## src/sv/lwat_pkg.sv

```systemverilog
// Shared types and constants for the windowed access load tracker.
// Depends on nothing; every other file imports it.
package lwat_pkg;

  localparam int CNT_W   = 32;
  localparam int LOAD_W  = 38;
  localparam int ALPHA_W = 9;
  localparam int EIU_W   = 7;
  localparam int SLOT_W  = 4;
  localparam int SUM_W   = CNT_W + SLOT_W;
  localparam int P1_W    = ALPHA_W + SUM_W;
  localparam int P2_W    = ALPHA_W + CNT_W;
  localparam int NUM_W   = P1_W + 1;
  localparam int DVD_W   = NUM_W - 8;

  typedef logic [2:0] opcode_t;
  localparam opcode_t OP_COUNT   = 3'd0;
  localparam opcode_t OP_END     = 3'd1;
  localparam opcode_t OP_CLEAR   = 3'd2;
  localparam opcode_t OP_COMPUTE = 3'd3;
  localparam opcode_t OP_READ    = 3'd4;

  localparam logic CFG_ENTRIES = 1'b0;
  localparam logic CFG_ALPHA   = 1'b1;

  localparam logic [ALPHA_W-1:0] ALPHA_ONE = 9'd256;

  typedef struct packed {
    logic [CNT_W-1:0]  score;
    logic [SLOT_W-1:0] fill;
    logic [SLOT_W-1:0] slot;
    logic [CNT_W-1:0]  count;
  } entry_t;

  typedef enum logic [3:0] {
    S_IDLE, S_FIN, S_FINRD, S_RESP,
    S_E_RD, S_E_WR,
    S_C_RD, S_C_LD, S_C_SUM, S_C_MUL, S_C_NUM, S_C_DIV, S_C_WR
  } state_t;

endpackage

```

## src/sv/lwat_entry_mem.sv

```systemverilog
// Per-entry state memory: count, ring fill, ring slot and score.
// Depends on lwat_pkg. Valid bits make unwritten or cleared entries read as zero.
module lwat_entry_mem #(
  parameter int DEPTH = 64,
  parameter int AW    = 6
) (
  input  logic            clk,
  input  logic            rst_n,
  input  logic [AW-1:0]   rd_addr,
  output lwat_pkg::entry_t rd_data,
  input  logic            wr_en,
  input  logic [AW-1:0]   wr_addr,
  input  lwat_pkg::entry_t wr_data,
  input  logic            clr_en,
  input  logic [AW-1:0]   clr_addr
);
  import lwat_pkg::*;

  entry_t           mem [DEPTH];
  entry_t           q_r;
  logic             vq_r;
  logic [DEPTH-1:0] valid_r;

  always_ff @(posedge clk) begin
    if (wr_en) begin
      mem[wr_addr] <= wr_data;
    end
    q_r <= mem[rd_addr];
  end

  always_ff @(posedge clk) begin
    if (!rst_n) begin
      valid_r <= '0;
      vq_r    <= 1'b0;
    end else begin
      vq_r <= valid_r[rd_addr];
      if (wr_en) begin
        valid_r[wr_addr] <= 1'b1;
      end
      if (clr_en) begin
        valid_r[clr_addr] <= 1'b0;
      end
    end
  end

  assign rd_data = vq_r ? q_r : '0;

endmodule

```

## config.mk

```make
export PLATFORM = sky130hd
export DESIGN_NAME = lwat_entry_mem
export DESIGN_NICKNAME = d
export VERILOG_FILES = /design/src/sv/lwat_pkg.sv /design/src/sv/lwat_entry_mem.sv
export SDC_FILE = /design/constraint.sdc
export NUM_CORES = 2
export LEC_CHECK = 0
export BUFFER_PORTS_ARGS = -buffer_cell sky130_fd_sc_hd__buf_2
export CAP_MARGIN = 20
export CORE_MARGIN = 8
export CORE_UTILIZATION = 57
export CTS_CLUSTER_DIAMETER = 200
export CTS_CLUSTER_SIZE = 16
export DETAILED_ROUTE_END_ITERATION = 7
export GPL_TIMING_DRIVEN = 0
export PLACE_DENSITY = 0.76
export SETUP_SLACK_MARGIN = 0.05
export SLEW_MARGIN = 20
export SYNTH_ARGS = -nofsm -noshare
export SYNTH_HDL_FRONTEND = slang
export SYNTH_MEMORY_MAX_BITS = 65536
export SYNTH_SLANG_ARGS = --single-unit
```

## constraint.sdc

```tcl
create_clock -name clk -period 8.7 [get_ports clk]
set_input_delay 0.87 -clock clk [delete_from_list [all_inputs] [get_ports clk]]
set_output_delay 0.87 -clock clk [all_outputs]
set_load 0.005 [all_outputs]
```

==> metrics.txt <==
Die Ht=576.9 um; First-pass DRT Iterations=8; initial antenna violation count=65; Core Region=0.3139 mm^2; drt wl/cell=39.81 um; final RePlAce weighted congestion=0.8593; clk root buf=clkbuf_16; Yosys top cell area share=0.7716; total track usage=0.3051; register area share after synthesis=0.7869; CP max FO=10; CP arrival=5270 ps; Synth area leaders=edfxtp_1 (77%), mux4_2 (14%), mux2i_1 (1.7%); vias in the first global route=92330; Vias=91578; PwrDens=210.7 mW/mm^2; met2 wire len=244.4 mm; max incr delay on CP=1020 ps; I/O Buffers=151; Final Instance Area=0.2020 mm^2; io pins=166; crit-path most repeated cell=clkbuf_1; CP endpoint kind=flop; Post-Syn Nets=7823; Buf+Inv Stages, Crit Path=3; Final min period=4470 ps; # setup viols final=0; Critical Path, Cell by Cell=clkbuf_1 > nand2b_1 > clkbuf_1 > clkbuf_1 > a221oi_1 > o21ai_1 > o21ai_0 > a21oi_1; Netlist cell types=36; outcome=finished clean; max-cap violations=0; layout cells sized above 1=0.2694; worst skew pair latency=960 ps; H-tree Lvls=5; Final Hold Vio Count=0; Seq cells post-synth=4745; clock-pin slew on the worst setup and hold paths=70 ps; total CTS buffers=334; first-pass GRT wire length=710.2 mm; Post-synth EDFFs=4608; grt total ovfl=0; Met1 Wirelength=166.7 mm; top cells by count, synth=edfxtp_1 (4608), mux4_2 (1152), mux2i_1 (306); Placement Cell Area=0.1923 mm^2; Max Clk Rate=223.7 MHz; leading area contributor after synthesis=edfxtp_1; Slew headroom=0.1293; Die Span X=576.9 um; maximum vdd drop=0.0001790 V; Layout Nets=8611; final period utilization=0.5138; hold-fix buffers at CTS=0; DRT iter0 DRCs=15749; final count of pins violating max slew=0; worst slew pin tran=1306 ps; final hold slack=243.3 ps; CTS tree=done; CP max stage cell=clkbuf_1; synthesized instance count=7729; fraction of registers with async set/reset=0; post-route ant nets=0; ys flop type=edfxtp_1; post-detail-place hpwl=339.5 mm; Final Skew=37.77 ps; largest net degree at the start of global routing=65; Die Footprint=0.3328 mm^2; Worst path top cell family by delay=buffers and inverters; mapped cell area=0.1793 mm^2; most frequent cell after synthesis=edfxtp_1; Area growth, synth to finish=12.66%; Initial Util=0.5712; post_cts resized=0; worst min path class=primary input to flop; crit path launch type=primary input; DRC viols=0; yosys warns=0; Sum Neg Setup Slack=0 ps; mean post-synth cell area=23.20 um^2; clock sink count=4745; Max clock buf depth=4; Post-CTS Repair Setup Buffers=0; CP Data Required Time=9500 ps; Vias per Instance=7.090; Top Layer Used=met5; met3 wire len=66.80 mm; WL final=514.2 mm; critical path class=primary input to flop; leakage=62.90 nW; RSZ-0062 raised after global routing=no; FP Rows=206
==> cells in the final DEF (no fill, tap or decap), types with 5 or more instances in the layout <==
cell,count
edfxtp_1,4608
mux4_2,1152
clkbuf_1,355
clkbuf_16,342
mux2i_1,306
buf_2,274
buf_12,183
a221oi_1,161
dfxtp_1,137
a21oi_1,133
o21ai_1,121
buf_16,93
buf_4,76
and2_1,74
nor2_4,63
nand2b_1,59
o221a_2,56
o211ai_1,55
o22ai_1,55
o221ai_1,55
diode_2,52
nand3_1,43
buf_1,38
a22oi_1,36
o21ai_0,33
nand3b_1,28
nand2_1,27
buf_6,25
clkbuf_2,21
mux2_2,18
nor2_1,11
nor2b_1,10
inv_6,7
clkinv_8,7
or2_2,5
inv_16,5
==> per-layer routing <==
layer | up-vias | track usage
met5 | - | 0
met3 | 1514 | 0.08158
li1 | 34677 | -
met4 | 28 | 0.1801
met1 | 47670 | 0.3808
met2 | 7689 | 0.4854
==> metrics by stage <==
step	cells	setup WS, ps	total power (W)	utilization
3_5_place_dp	12336	3653	0.02815	0.6124
4_1_cts	12859	4664	0.04255	0.6426
2_1_floorplan	7729	2585	0.02699	-
3_3_place_gp	12040	-3177	0.02801	0.5902
5_1_grt	12890	4504	0.04341	0.6433
6_report	12916	4230	0.04257	0.6435
==> sequential cells by signal, indices dropped and copies added, names as in the netlist <==
name,cells
valid_r,64
mem,4608
q_r,72
vq_r,1
==> cell families (layout without fill, tap and decap cells) <==
group	count (synthesis)	in the layout	share of synthesized area
DFF	4745	4745	0.7869
muxes	1476	1476	0.1629
AOI/OAI and AO/OA	710	710	0.02799
buffers and inverters	461	1436	0.01189
and+or+nand+nor	337	337	0.01029
other	0	52	0
==> final cells by class <==
type | instances | area, um^2
diodes | 52 | 130.1
plain buffers | 459 | 2167
multi-input cells | 2523 | 36590
inverters | 2 | 7.507
flip-flops and latches | 4745 | 141100
fillers | 19386 | 111900
well taps | 4160 | 5205
clock inverters | 21 | 335.3
repair buffers | 452 | 7320
clock buffers | 502 | 9159
==> report_power, final <==
| group | leakage (nW) | switching [W] | internal [W] | total [W] |
|---|---|---|---|---|
| clock network | 4.56 | 0.00756 | 0.00730 | 0.0149 |
| registers | 42.6 | 0.0000527 | 0.0252 | 0.0253 |
| logic | 15.8 | 0.00161 | 0.000811 | 0.00242 |
==> worst paths after layout <==
path               start     endpoint  slack, ps  cells after the start
max           rd_addr[4]      q_r[27]       4230                      8
min          clr_addr[0]  valid_r[63]        240                      2
min reg2reg   valid_r[6]   valid_r[6]        540                      1
max reg2reg  mem[47][51]      q_r[51]       6150                      5
Note: power is estimated with default switching activity, not from simulation.
