===== src/sv/lwat_pkg.sv =====
// Shared types and constants for the windowed access load tracker.
// Depends on nothing; every other file imports it.
package lwat_pkg;

  localparam int CNT_W   = 32;
  localparam int LOAD_W  = 38;
  localparam int ALPHA_W = 9;
  localparam int EIU_W   = 7;
  localparam int SLOT_W  = 4;
  localparam int SUM_W   = CNT_W + SLOT_W;
  localparam int P1_W    = ALPHA_W + SUM_W;
  localparam int P2_W    = ALPHA_W + CNT_W;
  localparam int NUM_W   = P1_W + 1;
  localparam int DVD_W   = NUM_W - 8;

  typedef logic [2:0] opcode_t;
  localparam opcode_t OP_COUNT   = 3'd0;
  localparam opcode_t OP_END     = 3'd1;
  localparam opcode_t OP_CLEAR   = 3'd2;
  localparam opcode_t OP_COMPUTE = 3'd3;
  localparam opcode_t OP_READ    = 3'd4;

  localparam logic CFG_ENTRIES = 1'b0;
  localparam logic CFG_ALPHA   = 1'b1;

  localparam logic [ALPHA_W-1:0] ALPHA_ONE = 9'd256;

  typedef struct packed {
    logic [CNT_W-1:0]  score;
    logic [SLOT_W-1:0] fill;
    logic [SLOT_W-1:0] slot;
    logic [CNT_W-1:0]  count;
  } entry_t;

  typedef enum logic [3:0] {
    S_IDLE, S_FIN, S_FINRD, S_RESP,
    S_E_RD, S_E_WR,
    S_C_RD, S_C_LD, S_C_SUM, S_C_MUL, S_C_NUM, S_C_DIV, S_C_WR
  } state_t;

endpackage


===== src/sv/lwat_div.sv =====
// Restoring divider, one quotient bit per cycle, by a 4-bit divisor.
// Depends on lwat_pkg. Quotient keeps the low 32 bits.
module lwat_div (
  input  logic                        clk,
  input  logic                        rst_n,
  input  logic                        start,
  input  logic [lwat_pkg::DVD_W-1:0]  dividend,
  input  logic [lwat_pkg::SLOT_W-1:0] divisor,
  output logic                        done,
  output logic [lwat_pkg::CNT_W-1:0]  quotient
);
  import lwat_pkg::*;

  localparam int STEP_W = $clog2(DVD_W + 1);

  logic              busy_r;
  logic [STEP_W-1:0] step_r;
  logic [DVD_W-1:0]  dvd_r;
  logic [SLOT_W-1:0] dsr_r;
  logic [SLOT_W:0]   rem_r;
  logic [CNT_W-1:0]  quo_r;
  logic              done_r;
  logic [SLOT_W+1:0] trial;
  logic              take;

  assign trial = {rem_r, dvd_r[DVD_W-1]};
  assign take  = trial >= {2'b00, dsr_r};

  always_ff @(posedge clk) begin
    if (!rst_n) begin
      busy_r <= 1'b0;
      done_r <= 1'b0;
      step_r <= '0;
    end else begin
      done_r <= 1'b0;
      if (start) begin
        busy_r <= 1'b1;
        step_r <= '0;
      end else if (busy_r) begin
        step_r <= step_r + 1'b1;
        if (step_r == STEP_W'(DVD_W - 1)) begin
          busy_r <= 1'b0;
          done_r <= 1'b1;
        end
      end
    end
  end

  always_ff @(posedge clk) begin
    if (start) begin
      dvd_r <= dividend;
      dsr_r <= divisor;
      rem_r <= '0;
      quo_r <= '0;
    end else if (busy_r) begin
      dvd_r <= {dvd_r[DVD_W-2:0], 1'b0};
      rem_r <= take ? (SLOT_W+1)'(trial - {2'b00, dsr_r}) : trial[SLOT_W:0];
      quo_r <= {quo_r[CNT_W-2:0], take};
    end
  end

  assign done     = done_r;
  assign quotient = quo_r;

endmodule


===== config.mk =====
export PLATFORM = sky130hd
export DESIGN_NAME = lwat_div
export DESIGN_NICKNAME = d
export VERILOG_FILES = /design/src/sv/lwat_pkg.sv /design/src/sv/lwat_div.sv
export SDC_FILE = /design/constraint.sdc
export NUM_CORES = 1
export LEC_CHECK = 0
export BUFFER_PORTS_ARGS = -buffer_cell sky130_fd_sc_hd__clkbuf_2
export CORE_AREA = 3 3 81 83
export CTS_BUF_LIST = sky130_fd_sc_hd__clkbuf_8
export DETAILED_ROUTE_END_ITERATION = 6
export DIE_AREA = 0 0 84 86
export PLACE_DENSITY = 0.86
export SETUP_SLACK_MARGIN = 0.5
export SLEW_MARGIN = 20
export SYNTH_ARGS = -nofsm -noshare
export SYNTH_HDL_FRONTEND = slang
export SYNTH_SLANG_ARGS = --single-unit

===== constraint.sdc =====
create_clock -name clk -period 3.45 [get_ports clk]
set_input_delay 0.1725 -clock clk [delete_from_list [all_inputs] [get_ports clk]]
set_output_delay 0.1725 -clock clk [all_outputs]
set_load 0.01 [all_outputs]

==> metrics.txt, run 1 <==
Final Setup Violations 0; worst ir drop on vdd 0.3622 mV; Top FF cell, synth dfxtp_1; internal power component roughly 0.0016 W; Max Clk Rate approximately 520 MHz; htree depth 3; CP peak stage delay about 0.4 ns; Rel. slew slack between 60% and 70%; sw frac a little under a quarter; crit-path cells inv_1 -> ha_1 -> inv_1 -> fa_1 -> nand3_1 -> nand2_1 -> or3_1 -> a211oi_2; die area approximately 0.0072 sq mm; Clock Skews roughly 0.0076 ns; Seq cells post-synth 87; Worst EP required between 3 and 4 ns; area delta synth->final 19.18%; DRT antenna net count 0; RSZ-0062 raised after global routing no; synthesized cell area roughly 0.0036 sq mm; dpl ws approximately 1.6 ns; Total Wirelength around 6300 um; crit-path most repeated cell inv_1; final worst setup slack 1.538 ns; CTS Buffer Depth 2; initial DRC count 122; Routed WL per cell 14.44 um; outcome finished, final reports clean; router iterations before antenna repair 4; Setup Crit Path Kind reg -> reg; Final Hold Viols 0; IO Port Bufs 77; setup TNS 0 ns; Slew Viols, Final 0; Post-Syn Nets approximately 330; Critical-path top delay cell edfxtp_1; Reg power frac between 50% and 60%; final core utilization a little under three quarters; Cell Pwr Density between 400 and 500 mW/mm^2; FP Rows 28; Max-Cap Viols 0; clk slew on worst S/H paths approximately 0.090 ns; global route total overflow 0; CP endpoint kind flop; Tcrit/Tclk final between 50% and 60%; Syn Area/Cell between 10 and 15 sq um; Switch Pwr approximately 0.0005 W; Static Leak about 1.8 nW; Die W around 84 um; largest net degree at the start of global routing 40; clock sinks a little under 90; Final HPWL DP between 4000 and 5000 um; Setup Fix Bufs, Post-CTS 0; CTS tree done; Yosys cell types 31; initial antenna violation count 0; Worst-Skew Late Latency between 0.3 and 0.4 ns; Critical Path Source Type flop; Core ar. between 0.005 and 0.006 sq mm; clock power share about a third; GRT Overall Usage 18.65%; nets 410; Vias/cell between 5 and 6; Initial Util around 60%; Vias between 2000 and 2500; vias in the first global route ~2200; post-CTS resize count 0; cts hold-fix bufs 4; Die Y approximately 86 um; Post-synth EDFFs between 40 and 50; combinational power share 10.8%; wire length of the first global-routing pass around 11000 um; slew of the pin with the lowest slew margin 0.4898 ns; filler instances approximately 440; fin crit period 1.912 ns; worst hold start rst_n; CP startpoint dvd_r[37]; DRC viols 0; Worst Path Arrival 2.19 ns; cells after synthesis 275; # diodes 0; worst r2r src dvd_r[37]; post-synthesis sequential area ratio around three fifths; flop2flop setup slack ~1.5 ns; YS warnings 0; worst hold-check path type in -> reg; I/O Pins a little under 80; CP Max Fanout 5; total CTS buffers 9; ys async rst share 0%; clk root buf clkbuf_8; placer's final routability congestion estimate roughly 0.72; share of layout cells above drive strength 1 38.02%
-- cell type report --
cell class,instances,area (sq um),share of cell area [%]
Inverter,9,33.78,0.7972
Tap cell,75,93.84,2.214
Sequential cell,87,2163,51.05
Clock inverter,7,72.57,1.712
Clock buffer,9,123.9,2.923
Timing Repair Buffer,85,455.4,10.75
Multi-Input combinational cell,166,1295,30.56
-- power groups by stage --
stage	combinational, W	sequential [W]	clock [W]
floorplan	0.000172	0.00120	0
global placement	0.000220	0.00121	0
detailed placement	0.000226	0.00121	0
CTS	0.000230	0.00119	0.000714
global route	0.000256	0.00119	0.000768
finish	0.000228	0.00118	0.000701
-- layer usage --
layer  global-route usage, %  vias to the layer above  wire length (um)  share of wire (%)
met5                       0                        -                 0                  0
met4                   6.140                        0                98                1.5
met3                   5.379                        9               278                4.4
met2                   29.79                       40              3090                 49
met1                   24.70                     1060              2855                 45
li1                        -                     1148                 -                  -
-- layout by cell type (no fill, tap or decap), types with 6 or more instances in the layout --
cell / instances
inv_1: 9
clkbuf_8: 9
nand2_1: 6
mux2i_1: 31
dfxtp_1: 44
mux2_2: 37
clkbuf_2: 76
ha_1: 6
nor2_1: 44
a21oi_1: 6
edfxtp_1: 42
-- metrics by stage --
stage | instance area [sq um] | power (W) | instances | hold WS (ns)
after floorplan | 3556 | 0.001368 | 275 | 0.2714
after global placement | 4001 | 0.001426 | 418 | 0.3548
after detailed placement | 4001 | 0.001434 | 418 | 0.3588
after CTS | 4238 | 0.002130 | 438 | 0.03575
after global routing | 4238 | 0.002216 | 438 | 0.04156
final | 4238 | 0.002114 | 438 | 0.04940
-- synthesized netlist by cell type (2+ instances only) --
master | n | area (sq um)
xnor2_1 | 2 | 17.52
inv_1 | 9 | 33.78
nor3_1 | 2 | 10.01
edfxtp_1 | 42 | 1261
a311oi_1 | 2 | 17.52
a21oi_1 | 6 | 30.03
mux2_2 | 37 | 416.7
xor2_1 | 4 | 35.03
o21ai_0 | 2 | 10.01
nand2b_1 | 2 | 12.51
nand2_1 | 6 | 22.52
and2_1 | 2 | 12.51
nor2_1 | 44 | 165.2
a211oi_1 | 2 | 15.01
nand3_1 | 3 | 15.01
dfxtp_1 | 45 | 900.9
or3_1 | 2 | 12.51
nand4_1 | 3 | 18.77
ha_1 | 6 | 75.07
mux2i_1 | 31 | 310.3
buf_2 | 13 | 65.06
-- flip-flops by register name, indices dropped and copies added (netlist names) --
signal    flops
busy_r        1
done          1
dsr_r         4
dvd_r        38
quotient     32
rem_r         5
step_r        6
-- worst paths after layout --
kind | cells after the start | endpoint
setup / recovery | 8 | rem_r[4]
hold / removal | 2 | busy_r
hold reg to reg | 2 | step_r[5]
setup reg to reg | 8 | rem_r[4]
-- logic make-up (layout without fill, tap and decap cells) --
kind of cell | Yosys count | count (layout) | synth area share [%]
flip-flops | 87 | 87 | 60.80
AO/OA/AOI/OAI | 17 | 17 | 3.343
multiplexers | 68 | 68 | 20.44
adder cells (fa/ha/maj) | 7 | 7 | 2.674
XOR/XNOR | 6 | 6 | 1.478
AND/OR/NAND/NOR | 68 | 68 | 8.480
buffers and inverters | 22 | 110 | 2.780
-- critical path, delay by kind of cell (launching register included) --
kind / cells / cell delay, ns
adders and majority gates: 2 / 0.55
buffers and inverters: 2 / 0.13
AOI/OAI and AO/OA: 1 / 0.17
DFF: 1 / 0.41
and+or+nand+nor: 3 / 0.59
No activity file was read; power rests on OpenSTA's default activity.
==> inputs of run 2 (changes only) <==
Settings changed: CORE_AREA 3 3 81 83 to 3 3 89 91, DIE_AREA 0 0 84 86 to 0 0 92 94, PLACE_DENSITY 0.86 to 0.76.
Clock period 3.45 ns to 1.75 ns, I/O delays scaled along.
==> metrics.txt, run 2 (synthesis results as in run 1) <==
Rel. slew slack between 70% and 80%; Clock Skews 0.006546 ns; WL met3 approximately 450 um; dpl ws 0.001109 ns; DRT antenna net count 0; Worst-Skew Late Latency ~0.34 ns; Setup Crit Path Kind reg -> reg; CP Max Fanout 2; nets roughly 420; Worst Path Arrival 2.01 ns; share of layout cells above drive strength 1 a little over two fifths; Initial Util just under 50%; DRC viols 0; fin crit period 1.744 ns; # diodes 0; worst ir drop on vdd 0.6465 mV; Vias/cell 4.892; initial antenna violation count 0; max reg flops 38; FP Rows 31; IO Port Bufs a little under 80; Cell Pwr Density about 950 mW/mm^2; Total Wirelength ~6500 um; setup TNS 0 ns; Final HPWL DP 4458 um; GRT Overall Usage approximately 15%; Vias approximately 2300; most frequent cells in the layout 76 x clkbuf_2, 42 x nor2_1, 42 x dfxtp_1, 42 x edfxtp_1, 37 x mux2_2; Max Clk Rate between 500 and 600 MHz; slew of the pin with the lowest slew margin between 0.3 and 0.4 ns; Slew Viols, Final 0; Final Hold Viols 0; Static Leak about 1.9 nW; worst hold-check path type in -> reg; global route total overflow 0; met2 wire length 3193 um; Max-Cap Viols 0; placer's final routability congestion estimate 0.7944; clk root buf clkbuf_8; Die Y 94 um; clock sinks 87; Worst EP required approximately 2.0 ns; post-route insts no fill between 400 and 500; die area ~0.0086 sq mm; most common cell after layout, fill and taps aside clkbuf_2; I/O Pins 78; wire length of the first global-routing pass about 11000 um; router iterations before antenna repair 4; Critical Path Source Type flop; vias in the first global route ~2300; CP endpoint kind flop; clk slew on worst S/H paths roughly 0.08 ns; RSZ-0062 raised after global routing yes; Core ar. just over 0.007 sq mm; total CTS buffers 9; largest net degree at the start of global routing 39; final worst setup slack between 0.006 and 0.007 ns; htree depth 3; Tcrit/Tclk final around 100%; CTS tree done; initial DRC count 130; Routed WL per cell 13.64 um; Min Hold Slack around 0.037 ns; Die W 92 um; Met1 Routed Length ~2800 um; outcome finished, final reports clean; Top reg by flops dvd_r; Top Layer Used met4; placed insts about 450; Final Setup Violations 0; filler instances 609; CTS Buffer Depth 2; area delta synth->final 25.58%
run 2: cell count changes in the layout (fill, tap and decap cells not counted), sizes merged:
cell,previous run,this run
clkinv,1,3
buf,5,16
clkinvlp,4,1
dlygate4sd3,4,5
inv,10,11
run 2: per-layer routing:
layer,vias up,global-route usage [%]
met5,-,0
met4,0,5.941
met3,6,4.567
met2,50,25.73
met1,1094,18.79
li1,1169,-
run 2: final timing paths:
path / start / end / slack, ns / cells past startpoint
max reg2reg: dvd_r[37] / rem_r[4] / 0.006 / 8
max: dvd_r[37] / rem_r[4] / 0.006 / 8
min reg2reg: quotient[31] / quotient[31] / 0.50 / 2
min: dividend[0] / dvd_r[0] / 0.04 / 2
run 2: worst max-delay path: stages, from the launching register on:
cell and delay, ns:
edfxtp_1 0.39, inv_1 0.07, ha_1 0.15, inv_1 0.05, fa_2 0.35, nand3_2 0.09
nand2_2 0.06, or3_4 0.36, a211oi_2 0.16
run 2: repair_timing:
action	CTS	global route
resized for setup	7	5
buffers inserted	4	3
pin swaps	2	5
hold buffers	5	0
endpoints found under the setup margin	38	9
hold endpoints to repair	5	0
run 2: layout make-up:
type / count / area (sq um) / share of cell area [%]
sequential: 87 / 2168 / 48.56
tap: 99 / 123.9 / 2.774
inverter: 9 / 37.54 / 0.8406
multi-input combinational: 166 / 1351 / 30.26
clock inverter: 7 / 71.32 / 1.597
timing repair buffer: 97 / 589.3 / 13.20
clock buffer: 9 / 123.9 / 2.774
run 2: where the power goes:
group / switching (W) / total [W] / internal [W]
registers: 0.0000497 / 0.00233 / 0.00228
clock network: 0.000713 / 0.00138 / 0.000664
logic: 0.000261 / 0.000553 / 0.000292
run 2: through the flow:
step           total power (W)  area (sq um)  util (%)
6_report              0.004257          4466     61.90
5_1_grt               0.004446          4466     61.90
4_1_cts               0.004280          4408     61.10
3_5_place_dp          0.002864          4108     56.94
3_3_place_gp          0.002845          4108     56.94
2_1_floorplan         0.002712          3591         -
